`src/hdl/stl_pkg.sv`:
```
// ----------------------------------------------------------------------------
// stl_pkg
// Types, codes and character classes shared by the script token lexer.
// ----------------------------------------------------------------------------
`default_nettype none

package stl_pkg;

  // Input transaction: one source byte or the end-of-input mark.
  typedef struct packed {
    logic [7:0] char_byte;
    logic       end_of_input;
  } char_item_t;

  // Output transaction: one result record.
  typedef struct packed {
    logic [1:0]  item_kind;
    logic [2:0]  token_kind;
    logic [5:0]  delim_code;
    logic [7:0]  text_byte;
    logic [15:0] line_number;
    logic [2:0]  error_code;
    logic        last_result;
  } res_item_t;

  // Room for the records of one input byte; one byte causes at most three.
  localparam int GROUP_SIZE = 4;
  localparam int GROUP_CNT_BITS = $clog2(GROUP_SIZE + 1);

  // All records caused by one input, as they travel from front to back.
  typedef struct packed {
    res_item_t [GROUP_SIZE-1:0] recs;
    logic [GROUP_CNT_BITS-1:0]  count;
  } group_t;

  // Record kinds.
  localparam logic [1:0] IK_TEXT  = 2'd0;
  localparam logic [1:0] IK_END   = 2'd1;
  localparam logic [1:0] IK_ERROR = 2'd2;
  localparam logic [1:0] IK_EOF   = 2'd3;

  // Token kinds.
  localparam logic [2:0] TK_DELIM = 3'd0;
  localparam logic [2:0] TK_STR   = 3'd1;
  localparam logic [2:0] TK_INT   = 3'd2;
  localparam logic [2:0] TK_FLOAT = 3'd3;
  localparam logic [2:0] TK_IDENT = 3'd4;

  // Error codes.
  localparam logic [2:0] ERR_ESCAPE  = 3'd0;
  localparam logic [2:0] ERR_QUOTE   = 3'd1;
  localparam logic [2:0] ERR_COMMENT = 3'd2;
  localparam logic [2:0] ERR_IDENT   = 3'd3;
  localparam logic [2:0] ERR_NUMBER  = 3'd4;
  localparam logic [2:0] ERR_HEX     = 3'd5;
  localparam logic [2:0] ERR_UNKNOWN = 3'd6;

  // Delimiter codes for doubled and compare pairs.
  localparam logic [5:0] DC_DOUBLE_BASE = 6'd23;
  localparam logic [5:0] DC_LE = 6'd30;
  localparam logic [5:0] DC_GE = 6'd31;
  localparam logic [5:0] DC_NE = 6'd32;

  // Returns {found, code} for a single delimiter.
  function automatic logic [6:0] single_index(input logic [7:0] c);
    logic [6:0] r;
    r = 7'd0;
    case (c)
      "+": r = {1'b1, 6'd0};
      "-": r = {1'b1, 6'd1};
      "<": r = {1'b1, 6'd2};
      ">": r = {1'b1, 6'd3};
      "=": r = {1'b1, 6'd4};
      "&": r = {1'b1, 6'd5};
      "|": r = {1'b1, 6'd6};
      ".": r = {1'b1, 6'd7};
      "!": r = {1'b1, 6'd8};
      ";": r = {1'b1, 6'd9};
      ",": r = {1'b1, 6'd10};
      "/": r = {1'b1, 6'd11};
      "*": r = {1'b1, 6'd12};
      "%": r = {1'b1, 6'd13};
      "^": r = {1'b1, 6'd14};
      "(": r = {1'b1, 6'd15};
      ")": r = {1'b1, 6'd16};
      "[": r = {1'b1, 6'd17};
      "]": r = {1'b1, 6'd18};
      "{": r = {1'b1, 6'd19};
      "}": r = {1'b1, 6'd20};
      ":": r = {1'b1, 6'd21};
      "~": r = {1'b1, 6'd22};
      default: r = 7'd0;
    endcase
    return r;
  endfunction

  // Delimiters that may be doubled map to their place in the first seven.
  function automatic logic is_doubling(input logic [7:0] c);
    return (c == "+") || (c == "-") || (c == "<") || (c == ">") ||
           (c == "=") || (c == "&") || (c == "|");
  endfunction

  function automatic logic is_ws(input logic [7:0] c);
    return (c == 8'h20) || (c == 8'h09) || (c == 8'h0A) || (c == 8'h0B) ||
           (c == 8'h0C) || (c == 8'h0D);
  endfunction

  // Characters that may end an identifier or number.
  function automatic logic is_term(input logic [7:0] c);
    logic [6:0] s;
    s = single_index(c);
    return s[6] || (c == 8'h20) || (c == 8'h09) || (c == 8'h0A);
  endfunction

  function automatic logic is_digit(input logic [7:0] c);
    return (c >= "0") && (c <= "9");
  endfunction

  function automatic logic is_alpha(input logic [7:0] c);
    return ((c >= "a") && (c <= "z")) || ((c >= "A") && (c <= "Z")) || (c == "_");
  endfunction

  // Returns {valid, value} of a hex digit.
  function automatic logic [4:0] hex_val(input logic [7:0] c);
    logic [4:0] r;
    r = 5'd0;
    if ((c >= "0") && (c <= "9")) begin
      r = {1'b1, 4'(c - "0")};
    end else if ((c >= "a") && (c <= "f")) begin
      r = {1'b1, 4'(c - "a" + 8'd10)};
    end else if ((c >= "A") && (c <= "F")) begin
      r = {1'b1, 4'(c - "A" + 8'd10)};
    end
    return r;
  endfunction

endpackage

`default_nettype wire

```
`src/hdl/stl_front.sv`:
```
// ----------------------------------------------------------------------------
// stl_front
// Lexer state machine: takes one byte per cycle while the queue is not full and forms the group of
// records that byte causes.
// ----------------------------------------------------------------------------
`default_nettype none

module stl_front #(
  parameter int LINE_BITS = 16
) (
  input  wire logic              clk,
  input  wire logic              rst,
  input  wire logic              char_valid,
  output logic                   char_ready,
  input  wire stl_pkg::char_item_t char_data,
  input  wire logic              queue_full,
  output logic                   push,
  output stl_pkg::group_t        push_group
);
  import stl_pkg::*;

  typedef enum logic [3:0] {
    M_IDLE, M_DELIM, M_LCOM, M_BCOM, M_BSTAR, M_STR, M_ESC,
    M_OCT, M_HEX0, M_HEX1, M_IDENT, M_NUM
  } mode_t;

  localparam int LW = (LINE_BITS > 16) ? LINE_BITS : 16;
  localparam logic [LINE_BITS-1:0] LINE_MAX = {LINE_BITS{1'b1}};

  mode_t                 mode, mode_next;
  logic [7:0]            held, held_next;
  logic [7:0]            quote, quote_next;
  logic [7:0]            esc_val, esc_val_next;
  logic [1:0]            esc_dig, esc_dig_next;
  logic [2:0]            phase, phase_next;
  logic [LINE_BITS-1:0]  line_count, line_count_next;
  logic                  halted, halted_next;

  logic                  take;
  logic [7:0]            ch;
  logic [15:0]           line_field;
  res_item_t [GROUP_SIZE-1:0] recs;
  logic [GROUP_CNT_BITS-1:0]  n;
  logic                  do_start;
  logic                  do_str;
  logic [6:0]            sidx;
  logic [4:0]            hv;
  logic [7:0]            v;

  assign char_ready = !queue_full;
  assign take = char_valid && char_ready;
  assign ch = char_data.char_byte;

  // Line reported in records, saturated to the field width.
  assign line_field = (LW'(line_count) > LW'(16'hFFFF)) ? 16'hFFFF : 16'(line_count);

  function automatic res_item_t mk(input logic [1:0] ik, input logic [2:0] tk,
                                   input logic [5:0] dc, input logic [7:0] tb,
                                   input logic [2:0] ec, input logic [15:0] ln);
    res_item_t r;
    r.item_kind   = ik;
    r.token_kind  = tk;
    r.delim_code  = dc;
    r.text_byte   = tb;
    r.line_number = ln;
    r.error_code  = ec;
    r.last_result = 1'b0;
    return r;
  endfunction

  // Next-state and record formation for one transaction.
  always_comb begin
    mode_next       = mode;
    held_next       = held;
    quote_next      = quote;
    esc_val_next    = esc_val;
    esc_dig_next    = esc_dig;
    phase_next      = phase;
    line_count_next = line_count;
    halted_next     = halted;
    recs            = '0;
    n               = '0;
    do_start        = 1'b0;
    do_str          = 1'b0;
    sidx            = single_index(held);
    hv              = hex_val(ch);
    v               = 8'd0;

    if (!halted && char_data.end_of_input) begin
      // Close what is pending at end of text.
      case (mode)
        M_DELIM: begin
          recs[n[1:0]] = mk(IK_TEXT, 3'd0, 6'd0, held, 3'd0, line_field); n = n + 1'b1;
          recs[n[1:0]] = mk(IK_END, TK_DELIM, sidx[5:0], 8'd0, 3'd0, line_field);
          n = n + 1'b1;
        end
        M_BCOM, M_BSTAR: begin
          recs[n[1:0]] = mk(IK_ERROR, 3'd0, 6'd0, 8'd0, ERR_COMMENT, line_field);
          n = n + 1'b1; halted_next = 1'b1;
        end
        M_STR, M_ESC, M_OCT, M_HEX0, M_HEX1: begin
          recs[n[1:0]] = mk(IK_ERROR, 3'd0, 6'd0, 8'd0, ERR_QUOTE, line_field);
          n = n + 1'b1; halted_next = 1'b1;
        end
        M_IDENT: begin
          recs[n[1:0]] = mk(IK_END, TK_IDENT, 6'd0, 8'd0, 3'd0, line_field); n = n + 1'b1;
        end
        M_NUM: begin
          if (phase <= 3'd1 || phase == 3'd7) begin
            recs[n[1:0]] = mk(IK_END, TK_INT, 6'd0, 8'd0, 3'd0, line_field);
            n = n + 1'b1;
          end else if (phase == 3'd2 || phase == 3'd5) begin
            recs[n[1:0]] = mk(IK_END, TK_FLOAT, 6'd0, 8'd0, 3'd0, line_field);
            n = n + 1'b1;
          end else begin
            recs[n[1:0]] = mk(IK_ERROR, 3'd0, 6'd0, 8'd0, ERR_NUMBER, line_field);
            n = n + 1'b1; halted_next = 1'b1;
          end
        end
        default: begin
        end
      endcase
      if (!halted_next) begin
        recs[n[1:0]] = mk(IK_EOF, 3'd0, 6'd0, 8'd0, 3'd0, line_field); n = n + 1'b1;
        mode_next       = M_IDLE;
        held_next       = 8'd0;
        quote_next      = 8'd0;
        esc_val_next    = 8'd0;
        esc_dig_next    = 2'd0;
        phase_next      = 3'd0;
        line_count_next = LINE_BITS'(1);
      end
    end else if (!halted && ch != 8'd0) begin
      case (mode)
        M_DELIM: begin
          if (held == "/" && ch == "/") begin
            mode_next = M_LCOM;
          end else if (held == "/" && ch == "*") begin
            mode_next = M_BCOM;
          end else if (is_doubling(held) && ch == held) begin
            recs[n[1:0]] = mk(IK_TEXT, 3'd0, 6'd0, held, 3'd0, line_field); n = n + 1'b1;
            recs[n[1:0]] = mk(IK_TEXT, 3'd0, 6'd0, ch, 3'd0, line_field); n = n + 1'b1;
            recs[n[1:0]] = mk(IK_END, TK_DELIM, DC_DOUBLE_BASE + sidx[5:0], 8'd0, 3'd0,
                              line_field);
            n = n + 1'b1;
            mode_next = M_IDLE;
          end else if (ch == "=" && (held == "<" || held == ">" || held == "!")) begin
            recs[n[1:0]] = mk(IK_TEXT, 3'd0, 6'd0, held, 3'd0, line_field); n = n + 1'b1;
            recs[n[1:0]] = mk(IK_TEXT, 3'd0, 6'd0, ch, 3'd0, line_field); n = n + 1'b1;
            recs[n[1:0]] = mk(IK_END, TK_DELIM,
                              (held == "<") ? DC_LE : ((held == ">") ? DC_GE : DC_NE),
                              8'd0, 3'd0, line_field);
            n = n + 1'b1;
            mode_next = M_IDLE;
          end else begin
            recs[n[1:0]] = mk(IK_TEXT, 3'd0, 6'd0, held, 3'd0, line_field); n = n + 1'b1;
            recs[n[1:0]] = mk(IK_END, TK_DELIM, sidx[5:0], 8'd0, 3'd0, line_field);
            n = n + 1'b1;
            do_start = 1'b1;
          end
        end
        M_LCOM: begin
          if (ch == 8'h0A) begin
            mode_next = M_IDLE;
          end
        end
        M_BCOM: begin
          if (ch == "*") begin
            mode_next = M_BSTAR;
          end
        end
        M_BSTAR: begin
          if (ch == "/") begin
            mode_next = M_IDLE;
          end else if (ch != "*") begin
            mode_next = M_BCOM;
          end
        end
        M_STR: begin
          do_str = 1'b1;
        end
        M_ESC: begin
          mode_next = M_STR;
          if (ch == quote) begin
            recs[n[1:0]] = mk(IK_TEXT, 3'd0, 6'd0, ch, 3'd0, line_field); n = n + 1'b1;
          end else if (ch == "n") begin
            recs[n[1:0]] = mk(IK_TEXT, 3'd0, 6'd0, 8'h0A, 3'd0, line_field); n = n + 1'b1;
          end else if (ch == "r") begin
            recs[n[1:0]] = mk(IK_TEXT, 3'd0, 6'd0, 8'h0D, 3'd0, line_field); n = n + 1'b1;
          end else if (ch == "t") begin
            recs[n[1:0]] = mk(IK_TEXT, 3'd0, 6'd0, 8'h09, 3'd0, line_field); n = n + 1'b1;
          end else if (ch == 8'h5C) begin
            recs[n[1:0]] = mk(IK_TEXT, 3'd0, 6'd0, 8'h5C, 3'd0, line_field); n = n + 1'b1;
          end else if (ch == 8'h0A) begin
            // Line continuation inside a string yields nothing.
          end else if (ch >= "0" && ch <= "7") begin
            esc_val_next = {5'd0, ch[2:0]};
            esc_dig_next = 2'd1;
            mode_next    = M_OCT;
          end else if (ch == "x") begin
            mode_next = M_HEX0;
          end else begin
            recs[n[1:0]] = mk(IK_ERROR, 3'd0, 6'd0, 8'd0, ERR_ESCAPE, line_field);
            n = n + 1'b1; halted_next = 1'b1;
          end
        end
        M_OCT: begin
          if (ch >= "0" && ch <= "7") begin
            v = {esc_val[4:0], ch[2:0]};
            esc_val_next = v;
            esc_dig_next = esc_dig + 2'd1;
            if (esc_dig_next == 2'd3) begin
              if (v != 8'd0) begin
                recs[n[1:0]] = mk(IK_TEXT, 3'd0, 6'd0, v, 3'd0, line_field); n = n + 1'b1;
              end
              mode_next = M_STR;
            end
          end else begin
            if (esc_val != 8'd0) begin
              recs[n[1:0]] = mk(IK_TEXT, 3'd0, 6'd0, esc_val, 3'd0, line_field);
              n = n + 1'b1;
            end
            mode_next = M_STR;
            do_str = 1'b1;
          end
        end
        M_HEX0: begin
          if (hv[4]) begin
            esc_val_next = {4'd0, hv[3:0]};
            mode_next    = M_HEX1;
          end else begin
            recs[n[1:0]] = mk(IK_ERROR, 3'd0, 6'd0, 8'd0, ERR_ESCAPE, line_field);
            n = n + 1'b1; halted_next = 1'b1;
          end
        end
        M_HEX1: begin
          if (hv[4]) begin
            v = {esc_val[3:0], hv[3:0]};
            esc_val_next = v;
            if (v != 8'd0) begin
              recs[n[1:0]] = mk(IK_TEXT, 3'd0, 6'd0, v, 3'd0, line_field); n = n + 1'b1;
            end
            mode_next = M_STR;
          end else begin
            if (esc_val != 8'd0) begin
              recs[n[1:0]] = mk(IK_TEXT, 3'd0, 6'd0, esc_val, 3'd0, line_field);
              n = n + 1'b1;
            end
            mode_next = M_STR;
            do_str = 1'b1;
          end
        end
        M_IDENT: begin
          if (is_alpha(ch) || is_digit(ch)) begin
            recs[n[1:0]] = mk(IK_TEXT, 3'd0, 6'd0, ch, 3'd0, line_field); n = n + 1'b1;
          end else if (is_term(ch)) begin
            recs[n[1:0]] = mk(IK_END, TK_IDENT, 6'd0, 8'd0, 3'd0, line_field); n = n + 1'b1;
            do_start = 1'b1;
          end else begin
            recs[n[1:0]] = mk(IK_ERROR, 3'd0, 6'd0, 8'd0, ERR_IDENT, line_field);
            n = n + 1'b1; halted_next = 1'b1;
          end
        end
        M_NUM: begin
          case (phase)
            3'd0, 3'd1: begin
              if (phase == 3'd1 && (ch == "x" || ch == "X")) begin
                recs[n[1:0]] = mk(IK_TEXT, 3'd0, 6'd0, ch, 3'd0, line_field); n = n + 1'b1;
                phase_next = 3'd6;
              end else if (is_digit(ch)) begin
                recs[n[1:0]] = mk(IK_TEXT, 3'd0, 6'd0, ch, 3'd0, line_field); n = n + 1'b1;
                phase_next = 3'd0;
              end else if (ch == ".") begin
                recs[n[1:0]] = mk(IK_TEXT, 3'd0, 6'd0, ch, 3'd0, line_field); n = n + 1'b1;
                phase_next = 3'd2;
              end else if (ch == "e" || ch == "E") begin
                recs[n[1:0]] = mk(IK_TEXT, 3'd0, 6'd0, ch, 3'd0, line_field); n = n + 1'b1;
                phase_next = 3'd3;
              end else if (is_term(ch)) begin
                recs[n[1:0]] = mk(IK_END, TK_INT, 6'd0, 8'd0, 3'd0, line_field);
                n = n + 1'b1; do_start = 1'b1;
              end else begin
                recs[n[1:0]] = mk(IK_ERROR, 3'd0, 6'd0, 8'd0, ERR_NUMBER, line_field);
                n = n + 1'b1; halted_next = 1'b1;
              end
            end
            3'd2: begin
              if (is_digit(ch)) begin
                recs[n[1:0]] = mk(IK_TEXT, 3'd0, 6'd0, ch, 3'd0, line_field); n = n + 1'b1;
              end else if (ch == "e" || ch == "E") begin
                recs[n[1:0]] = mk(IK_TEXT, 3'd0, 6'd0, ch, 3'd0, line_field); n = n + 1'b1;
                phase_next = 3'd3;
              end else if (is_term(ch)) begin
                recs[n[1:0]] = mk(IK_END, TK_FLOAT, 6'd0, 8'd0, 3'd0, line_field);
                n = n + 1'b1; do_start = 1'b1;
              end else begin
                recs[n[1:0]] = mk(IK_ERROR, 3'd0, 6'd0, 8'd0, ERR_NUMBER, line_field);
                n = n + 1'b1; halted_next = 1'b1;
              end
            end
            3'd3: begin
              if (ch == "+" || ch == "-") begin
                recs[n[1:0]] = mk(IK_TEXT, 3'd0, 6'd0, ch, 3'd0, line_field); n = n + 1'b1;
                phase_next = 3'd4;
              end else if (is_digit(ch)) begin
                recs[n[1:0]] = mk(IK_TEXT, 3'd0, 6'd0, ch, 3'd0, line_field); n = n + 1'b1;
                phase_next = 3'd5;
              end else begin
                recs[n[1:0]] = mk(IK_ERROR, 3'd0, 6'd0, 8'd0, ERR_NUMBER, line_field);
                n = n + 1'b1; halted_next = 1'b1;
              end
            end
            3'd4: begin
              if (is_digit(ch)) begin
                recs[n[1:0]] = mk(IK_TEXT, 3'd0, 6'd0, ch, 3'd0, line_field); n = n + 1'b1;
                phase_next = 3'd5;
              end else begin
                recs[n[1:0]] = mk(IK_ERROR, 3'd0, 6'd0, 8'd0, ERR_NUMBER, line_field);
                n = n + 1'b1; halted_next = 1'b1;
              end
            end
            3'd5: begin
              if (is_digit(ch)) begin
                recs[n[1:0]] = mk(IK_TEXT, 3'd0, 6'd0, ch, 3'd0, line_field); n = n + 1'b1;
              end else if (is_term(ch)) begin
                recs[n[1:0]] = mk(IK_END, TK_FLOAT, 6'd0, 8'd0, 3'd0, line_field);
                n = n + 1'b1; do_start = 1'b1;
              end else begin
                recs[n[1:0]] = mk(IK_ERROR, 3'd0, 6'd0, 8'd0, ERR_NUMBER, line_field);
                n = n + 1'b1; halted_next = 1'b1;
              end
            end
            3'd6: begin
              if (hv[4]) begin
                recs[n[1:0]] = mk(IK_TEXT, 3'd0, 6'd0, ch, 3'd0, line_field); n = n + 1'b1;
                phase_next = 3'd7;
              end else begin
                recs[n[1:0]] = mk(IK_ERROR, 3'd0, 6'd0, 8'd0, ERR_NUMBER, line_field);
                n = n + 1'b1; halted_next = 1'b1;
              end
            end
            default: begin
              if (hv[4]) begin
                recs[n[1:0]] = mk(IK_TEXT, 3'd0, 6'd0, ch, 3'd0, line_field); n = n + 1'b1;
              end else if (is_term(ch)) begin
                recs[n[1:0]] = mk(IK_END, TK_INT, 6'd0, 8'd0, 3'd0, line_field);
                n = n + 1'b1; do_start = 1'b1;
              end else begin
                recs[n[1:0]] = mk(IK_ERROR, 3'd0, 6'd0, 8'd0, ERR_HEX, line_field);
                n = n + 1'b1; halted_next = 1'b1;
              end
            end
          endcase
        end
        default: begin
          do_start = 1'b1;
        end
      endcase

      // A byte inside a string body.
      if (do_str) begin
        if (ch == quote) begin
          recs[n[1:0]] = mk(IK_END, TK_STR, 6'd0, 8'd0, 3'd0, line_field); n = n + 1'b1;
          mode_next = M_IDLE;
        end else if (ch == 8'h5C) begin
          mode_next = M_ESC;
        end else begin
          recs[n[1:0]] = mk(IK_TEXT, 3'd0, 6'd0, ch, 3'd0, line_field); n = n + 1'b1;
        end
      end

      // A byte seen between tokens starts the next one.
      if (do_start) begin
        mode_next = M_IDLE;
        if (is_ws(ch)) begin
          // Skipped.
        end else if (single_index(ch) >= 7'h40) begin
          held_next = ch;
          mode_next = M_DELIM;
        end else if (ch == 8'h22 || ch == 8'h27) begin
          quote_next = ch;
          mode_next  = M_STR;
        end else if (is_alpha(ch)) begin
          recs[n[1:0]] = mk(IK_TEXT, 3'd0, 6'd0, ch, 3'd0, line_field); n = n + 1'b1;
          mode_next = M_IDENT;
        end else if (is_digit(ch)) begin
          recs[n[1:0]] = mk(IK_TEXT, 3'd0, 6'd0, ch, 3'd0, line_field); n = n + 1'b1;
          phase_next = (ch == "0") ? 3'd1 : 3'd0;
          mode_next  = M_NUM;
        end else begin
          recs[n[1:0]] = mk(IK_ERROR, 3'd0, 6'd0, 8'd0, ERR_UNKNOWN, line_field);
          n = n + 1'b1; halted_next = 1'b1;
        end
      end

      // Newlines count lines after the records are formed.
      if (ch == 8'h0A && line_count != LINE_MAX) begin
        line_count_next = line_count + 1'b1;
      end
    end
  end

  assign push             = take && (n != '0);
  assign push_group.recs  = recs;
  assign push_group.count = n;

  // Lexer state registers.
  always_ff @(posedge clk) begin
    if (rst) begin
      mode       <= M_IDLE;
      held       <= 8'd0;
      quote      <= 8'd0;
      esc_val    <= 8'd0;
      esc_dig    <= 2'd0;
      phase      <= 3'd0;
      line_count <= LINE_BITS'(1);
      halted     <= 1'b0;
    end else if (take) begin
      mode       <= mode_next;
      held       <= held_next;
      quote      <= quote_next;
      esc_val    <= esc_val_next;
      esc_dig    <= esc_dig_next;
      phase      <= phase_next;
      line_count <= line_count_next;
      halted     <= halted_next;
    end
  end

endmodule

`default_nettype wire

```
`src/hdl/stl_queue.sv`:
```
// ----------------------------------------------------------------------------
// stl_queue
// Two-entry queue of record groups between the lexer and the serializer.
// ----------------------------------------------------------------------------
`default_nettype none

module stl_queue (
  input  wire logic            clk,
  input  wire logic            rst,
  input  wire logic            push,
  input  wire stl_pkg::group_t push_group,
  input  wire logic            pop,
  output logic                 full,
  output logic                 empty,
  output stl_pkg::group_t      head
);
  import stl_pkg::*;

  group_t     slots [2];
  logic       wr_ptr;
  logic       rd_ptr;
  logic [1:0] fill;

  assign full  = (fill == 2'd2);
  assign empty = (fill == 2'd0);
  assign head  = slots[rd_ptr];

  // Slot storage.
  always_ff @(posedge clk) begin
    if (push) begin
      slots[wr_ptr] <= push_group;
    end
  end

  // Pointers and fill level.
  always_ff @(posedge clk) begin
    if (rst) begin
      wr_ptr <= 1'b0;
      rd_ptr <= 1'b0;
      fill   <= 2'd0;
    end else begin
      if (push) begin
        wr_ptr <= !wr_ptr;
      end
      if (pop) begin
        rd_ptr <= !rd_ptr;
      end
      if (push && !pop) begin
        fill <= fill + 2'd1;
      end else if (pop && !push) begin
        fill <= fill - 2'd1;
      end
    end
  end

endmodule

`default_nettype wire

```
`src/hdl/stl_back.sv`:
```
// ----------------------------------------------------------------------------
// stl_back
// Serializer: hands out the records of the head group one per transaction.
// ----------------------------------------------------------------------------
`default_nettype none

module stl_back (
  input  wire logic            clk,
  input  wire logic            rst,
  input  wire logic            empty,
  input  wire stl_pkg::group_t head,
  output logic                 pop,
  output logic                 res_valid,
  input  wire logic            res_ready,
  output stl_pkg::res_item_t   res_data
);
  import stl_pkg::*;

  logic [1:0] idx;
  logic       last;

  assign last      = ({1'b0, idx} == (head.count - 1'b1));
  assign res_valid = !empty;
  assign pop       = res_valid && res_ready && last;

  // Current record, with the last mark set on the final one of the group.
  always_comb begin
    res_data             = head.recs[idx];
    res_data.last_result = last;
  end

  // Record index within the head group.
  always_ff @(posedge clk) begin
    if (rst) begin
      idx <= 2'd0;
    end else if (res_valid && res_ready) begin
      idx <= last ? 2'd0 : idx + 2'd1;
    end
  end

endmodule

`default_nettype wire

```
`src/hdl/script_token_lexer_core.sv`:
```
// Throughput: one byte per cycle while the queue is not full; a byte causes 0 to 3
// records, and the serializer hands them out one per output transaction.
// A two-group queue between the lexer and the serializer absorbs stalls.
// Reset (rst, synchronous): lexer to idle, line count to one, queue emptied.
// ----------------------------------------------------------------------------
// script_token_lexer_core
// Streaming lexer top level: lexer front end, group queue, serializer.
// ----------------------------------------------------------------------------
`default_nettype none

module script_token_lexer_core #(
  parameter int LINE_BITS = 16
) (
  input  wire logic                clk,
  input  wire logic                rst,
  input  wire logic                char_valid,
  output logic                     char_ready,
  input  wire stl_pkg::char_item_t char_data,
  output logic                     res_valid,
  input  wire logic                res_ready,
  output stl_pkg::res_item_t       res_data
);
  import stl_pkg::*;

  logic   push;
  logic   pop;
  logic   full;
  logic   empty;
  group_t push_group;
  group_t head;

  // Lexer state machine.
  stl_front #(.LINE_BITS(LINE_BITS)) u_front (
    .clk        (clk),
    .rst        (rst),
    .char_valid (char_valid),
    .char_ready (char_ready),
    .char_data  (char_data),
    .queue_full (full),
    .push       (push),
    .push_group (push_group)
  );

  // Group queue.
  stl_queue u_queue (
    .clk        (clk),
    .rst        (rst),
    .push       (push),
    .push_group (push_group),
    .pop        (pop),
    .full       (full),
    .empty      (empty),
    .head       (head)
  );

  // Record serializer.
  stl_back u_back (
    .clk       (clk),
    .rst       (rst),
    .empty     (empty),
    .head      (head),
    .pop       (pop),
    .res_valid (res_valid),
    .res_ready (res_ready),
    .res_data  (res_data)
  );

endmodule

`default_nettype wire

```
`config.mk`:
```
export PLATFORM = sky130hd
export DESIGN_NAME = script_token_lexer_core
export DESIGN_NICKNAME = d
export VERILOG_FILES = /design/src/hdl/stl_pkg.sv /design/src/hdl/stl_front.sv /design/src/hdl/stl_queue.sv /design/src/hdl/stl_back.sv /design/src/hdl/script_token_lexer_core.sv
export SDC_FILE = /design/constraint.sdc
export NUM_CORES = 1
export LEC_CHECK = 0
export ABC_AREA = 1
export BUFFER_PORTS_ARGS = -buffer_cell sky130_fd_sc_hd__buf_2
export CORE_UTILIZATION = 35
export DETAILED_ROUTE_END_ITERATION = 7
export PLACE_DENSITY = 0.49
export SYNTH_ARGS = -nofsm -noshare
export SYNTH_HDL_FRONTEND = slang
export SYNTH_HIERARCHICAL = 1
export SYNTH_SLANG_ARGS = --single-unit
```
`constraint.sdc`:
```
create_clock -name clk -period 47 [get_ports clk]
set_input_delay 14.1 -clock clk [delete_from_list [all_inputs] [get_ports clk]]
set_output_delay 14.1 -clock clk [all_outputs]
set_load 0.01 [all_outputs]
```
# After elaboration in Yosys (flattened, before gate mapping)
# Memories as Yosys holds them, arrays and structs flattened. A register that Yosys moved wholly into a read port is not among the register bits.
# Cells that the tools add are included.
# Widths: inputs -> output; s select.
# op_classes
reduce_logical	98
n_lt_le_gt_ge	19
n_mux	320
n_eq_ne	102
add_sub_neg	15
# ops
op	n
$mux 156	14
$mux 39	39
$bwmux 156	5
$eq 8x6->1 const B	36
$pmux 39 s7	1
$demux 39 s2	3
$mux 117	2
$mux 78	3
$pmux 39 s6	1
$mux 7	32
$pmux 39 s5	1
$mux 8	24
$eq 8x7->1 const B	23
$pmux 7 s23	1
$pmux 7 s22	1
$mux 3	45
$mux 4	31
$mux 116	1
$pmux 5 s23	1
$mux 28	3
$mux 16	5
$bmux 39 s2	1
$mux 77	1
$mux 38	2
69 further kinds	278
# totals
regBits	56
elab_cells	567
mem_bits_rw	318
n_memories	1
input_bits	13
# memory_table
name	depth	width	rd	rd_clocked_by_memory_dff	wr	line_no	text
u_queue.slots	2	159	1	1	1	stl_queue.sv:19	group_t slots [2];

# Depth between registers and ports, before layout
# depth
word_depth	37
mapped_depth	34
ltp_nobuf	32

# Cells and area by module
# Netlist, hierarchy kept.
# modules_own_cells
module	n_inst	area_per_inst_um2	cells_per_inst
stl_queue	1	12122.9	528
stl_front	1	7350.8	1319
stl_back	1	1256.2	250

# Least setup slack after synthesis
# No wires, ideal clock.
# synth_timing
kind	input-to-reg
startpoint	in char_data[1] in the netlist's numbering
endpoint	mem u_queue/slots[0][0] in the netlist's numbering, enable pin
stages	29
path_slack_ns	22.479
required_time_ns	46.321
arrival_time_ns	23.842
cell_sequence	buf_4 inv_1 buf_2 ha_1 nand2_1 nand4_1 nand2_2 inv_2 buf_2 nand2_1 nand3_1 nor2_1 nand2_1 nand2_1 nand3_1 inv_1 ha_1 nor2_1 nor2_1 inv_1 ha_1 inv_1 nand3_1 nand3_1 nand2_1 nor2_1 a21oi_1 inv_1 nor2_1
# synth_rtl
item	line_no	text
start: declaration	script_token_lexer_core.sv:18	input wire stl_pkg::char_item_t char_data,
end: declaration	stl_queue.sv:19	

# Final worst setup path
# layout_timing
startpoint	in char_data[1] in the netlist's numbering
endpoint	mem u_queue/slots[0][58] in the netlist's numbering, enable pin
# layout_between
elab_chain_len	29
word_cells_on_any_way	200
classes_between	7 x add/sub; 10 x order compare; 42 x eq/ne; 98 x mux; 43 x reduce/logical
# layout_rtl
item	line_no	text
parallel branches: the longest is 23 deep, another holds $sub 4x1->4	--	
$mux 3 *	stl_front.sv:133	end else if (!halted && ch != 8'd0) begin
$mux 3 *	stl_front.sv:89	if (!halted && char_data.end_of_input) begin
$reduce_bool 3->1 *	stl_front.sv:403	assign push = take && (n != '0);
$logic_and 1x1->1 *	stl_front.sv:403	
named net push	script_token_lexer_core.sv:25	logic push;
$mux 1 *	stl_queue.sv:30	if (push) begin
$mux 1 (implied by the code) *	stl_queue.sv:31	slots[wr_ptr] <= push_group;
# Mark *: on every way through the listed nets, which the timed path passes. The select of a mux whose other input is x is not followed.

==> results.sh <==
export IMPL_worstMarginPinSlew_ps=1090
export IMPL_ys_warn_count=6
export IMPL_vias_per_cell=5.29
export IMPL_cp_data_arrival_time_ps=20690
export IMPL_die_x_microns=243
export IMPL_postCtsResizedCells=0
export IMPL_drv_slew=0
export IMPL_clk_pin_slew_worst_paths_ps=60
export IMPL_placementRows=88
export IMPL_clock_sinks=367
export IMPL_fin_setup_tns_ps=0
export IMPL_cp_slowest_cell="buf_4"
export IMPL_utilization_pct=38.8
export IMPL_grt_ovfl_total=0
export IMPL_cts_root_buf="clkbuf_16"
export IMPL_synth_cells=2081
export IMPL_ff_latch_area_sq_mm=0.0105
export IMPL_rr_worst_depth=19
export IMPL_drt_wl_total_microns=62700
export IMPL_finalCriticalPeriod_ps=20510
export IMPL_pwr_share_seq_pct=43.2
export IMPL_critPathRequiredTime_ps=47180
export IMPL_p_clk_share_pct=34.8
export IMPL_start_util_pct=35.4
export IMPL_cts_buffer_depth=3
export IMPL_r2r_start="u_front/mode[0]"
export IMPL_swShare_pct=30.0
export IMPL_fp_dieH_microns=243
export IMPL_cts_setup_buffers=0
export IMPL_layoutNonFillerInstCount=2893
export IMPL_placed_area_sq_mm=0.0210
export IMPL_grt_pass1_vias=15300
export IMPL_final_cell_mix="310 x edfxtp_1, 305 x nor2_1, 294 x nand2_1"
export IMPL_combPwrFrac_pct=22.0
export IMPL_clk_latency_ps=580
export IMPL_setup_ws_ps=26490
export IMPL_numCtsBuffers=43
export IMPL_dp_hpwl_microns=43100
export IMPL_pre_cts_slack_ps=25990
export IMPL_slowest_delay_ps=870
export IMPL_whs_ps=464
export IMPL_synth_area_sq_mm=0.0204
export IMPL_hold_path_class="flop to flop"
export IMPL_fillers=5903
export IMPL_drt_iter0_markers=1145
export IMPL_cap_violations=0
export IMPL_fmax_ghz=0.0488
export IMPL_cts_tree="yes"
export IMPL_dpl_cell_count=2815
export IMPL_multiInputGateArea_sq_mm=0.00846
export IMPL_portBuffers=53
export IMPL_num_vias=15300
export IMPL_grt_max_degree=96
export IMPL_finalClockSkew_ps=29.0
export IMPL_p_int_mw=0.668
export IMPL_crit_type="input port to flop"
export IMPL_ioPinCount=54
export IMPL_finalHoldViolations=0
export IMPL_power_switching_mw=0.287
export IMPL_antenna_found_initial=0
export IMPL_worst_setup_path_start_kind="input port"
export IMPL_fin_area_sq_mm=0.0224
export IMPL_cp_end_kind="flop"
export IMPL_hold_buffers=0
export IMPL_setup_worst_path_start="char_data[1]"
export IMPL_worstHoldPathCells=2
export IMPL_wire_per_inst_microns=21.7
export IMPL_ir_worst_vdd_uv=23.9
export IMPL_syn2layout_area_growth_pct=9.84
export IMPL_min_period_over_period_pct=43.6
export IMPL_coreArea_sq_mm=0.0577
export IMPL_h_tree_depth=2
export IMPL_maxSlewHeadroom_pct=27.2
export IMPL_nets=2130
export IMPL_firstDrtPassIters=5
export IMPL_status="finished, final reports clean"
export IMPL_setup_viol=0
export IMPL_n_antenna_cell=0
export IMPL_final_common_cell="edfxtp_1"
export IMPL_total_power_mw=0.955
export IMPL_p_per_area_mw_per_mm2=42.6
export IMPL_ant_nets=0
export IMPL_worstHoldStart="u_front/quote[7]"
export IMPL_power_leakage_nw=8.44
export IMPL_post_route_drc_count=0
export IMPL_avgSynthCellArea_sq_um=9.80
export IMPL_routabilityCongestion=0.915
export IMPL_crit_fanout=67
export IMPL_rsz0062_at_grt="no"
export IMPL_die_area_sq_mm=0.0593
export IMPL_path_cells="buf_2 -> inv_1 -> ha_1 -> nand3_1 -> inv_2 -> o21ai_2 -> nor2_1 -> nor2_1 -> nand2_1 -> nand3_1 -> inv_1 -> ha_1 -> nor2_1 -> nor2_1 -> inv_1 -> ha_1 -> nand3_1 -> nand2_1 -> a21boi_4 -> a21oi_1 -> inv_1 -> nor2_4 -> buf_4"
export IMPL_grt_pass1_wl_microns=95300
export IMPL_gr_usage_all_layers_pct=21.1
export IMPL_layout_drive_gt1_share_pct=18.0
## worst max-delay path, delay by kind of cell
kind | cells | cell delay (ps)
AOI/OAI and AO/OA | 3 | 720
buffers and inverters | 7 | 1810
adders and majority gates | 3 | 900
and+or+nand+nor | 10 | 3040
## sequential cells by signal, indices dropped and copies added (netlist names), named ones only
signal / flops
u_front/held: 8
u_queue/fill: 2
u_front/halted: 1
u_back/idx: 2
u_front/esc_val: 8
u_front/mode: 4
u_front/phase: 3
u_front/line_count: 16
u_queue/slots: 310
u_queue/rd_ptr: 1
u_front/esc_dig: 2
u_queue/wr_ptr: 1
u_front/quote: 8
## power by group through the flow
stage | Clock (mW) | Sequential [mW] | Combinational, mW
final | 0.332 | 0.413 | 0.210
after global placement | 0 | 0.418 | 0.213
after global routing | 0.353 | 0.416 | 0.230
after floorplan | 0 | 0.419 | 0.154
after detailed placement | 0 | 0.420 | 0.213
after CTS | 0.342 | 0.413 | 0.213
## metal layers
layer | up-vias | global-route usage (%) | wire length (microns) | share of wire [%]
met5 | - | 0 | 0 | 0
met4 | 0 | 7.81 | 2170 | 3.5
met3 | 120 | 2.73 | 2580 | 4.1
met2 | 413 | 34.8 | 29300 | 47
met1 | 7514 | 28.2 | 28600 | 46
li1 | 7261 | - | - | -
## final timing paths
kind	slack, ps	end
worst max-delay path	26490	u_queue/slots[0][58]
worst min-delay path	460	u_front/quote[7]
worst max register to register	40010	u_queue/slots[0][58]
worst min register to register	460	u_front/quote[7]
## layout make-up
cell class	count	area share (%)
clock buffer	59	5.39
clock inverter	19	0.871
inverter	202	3.46
multi-input combinational	1416	37.8
sequential	367	46.7
tap	765	4.27
timing repair buffer	65	1.59
(Power assumes the default switching activity.)
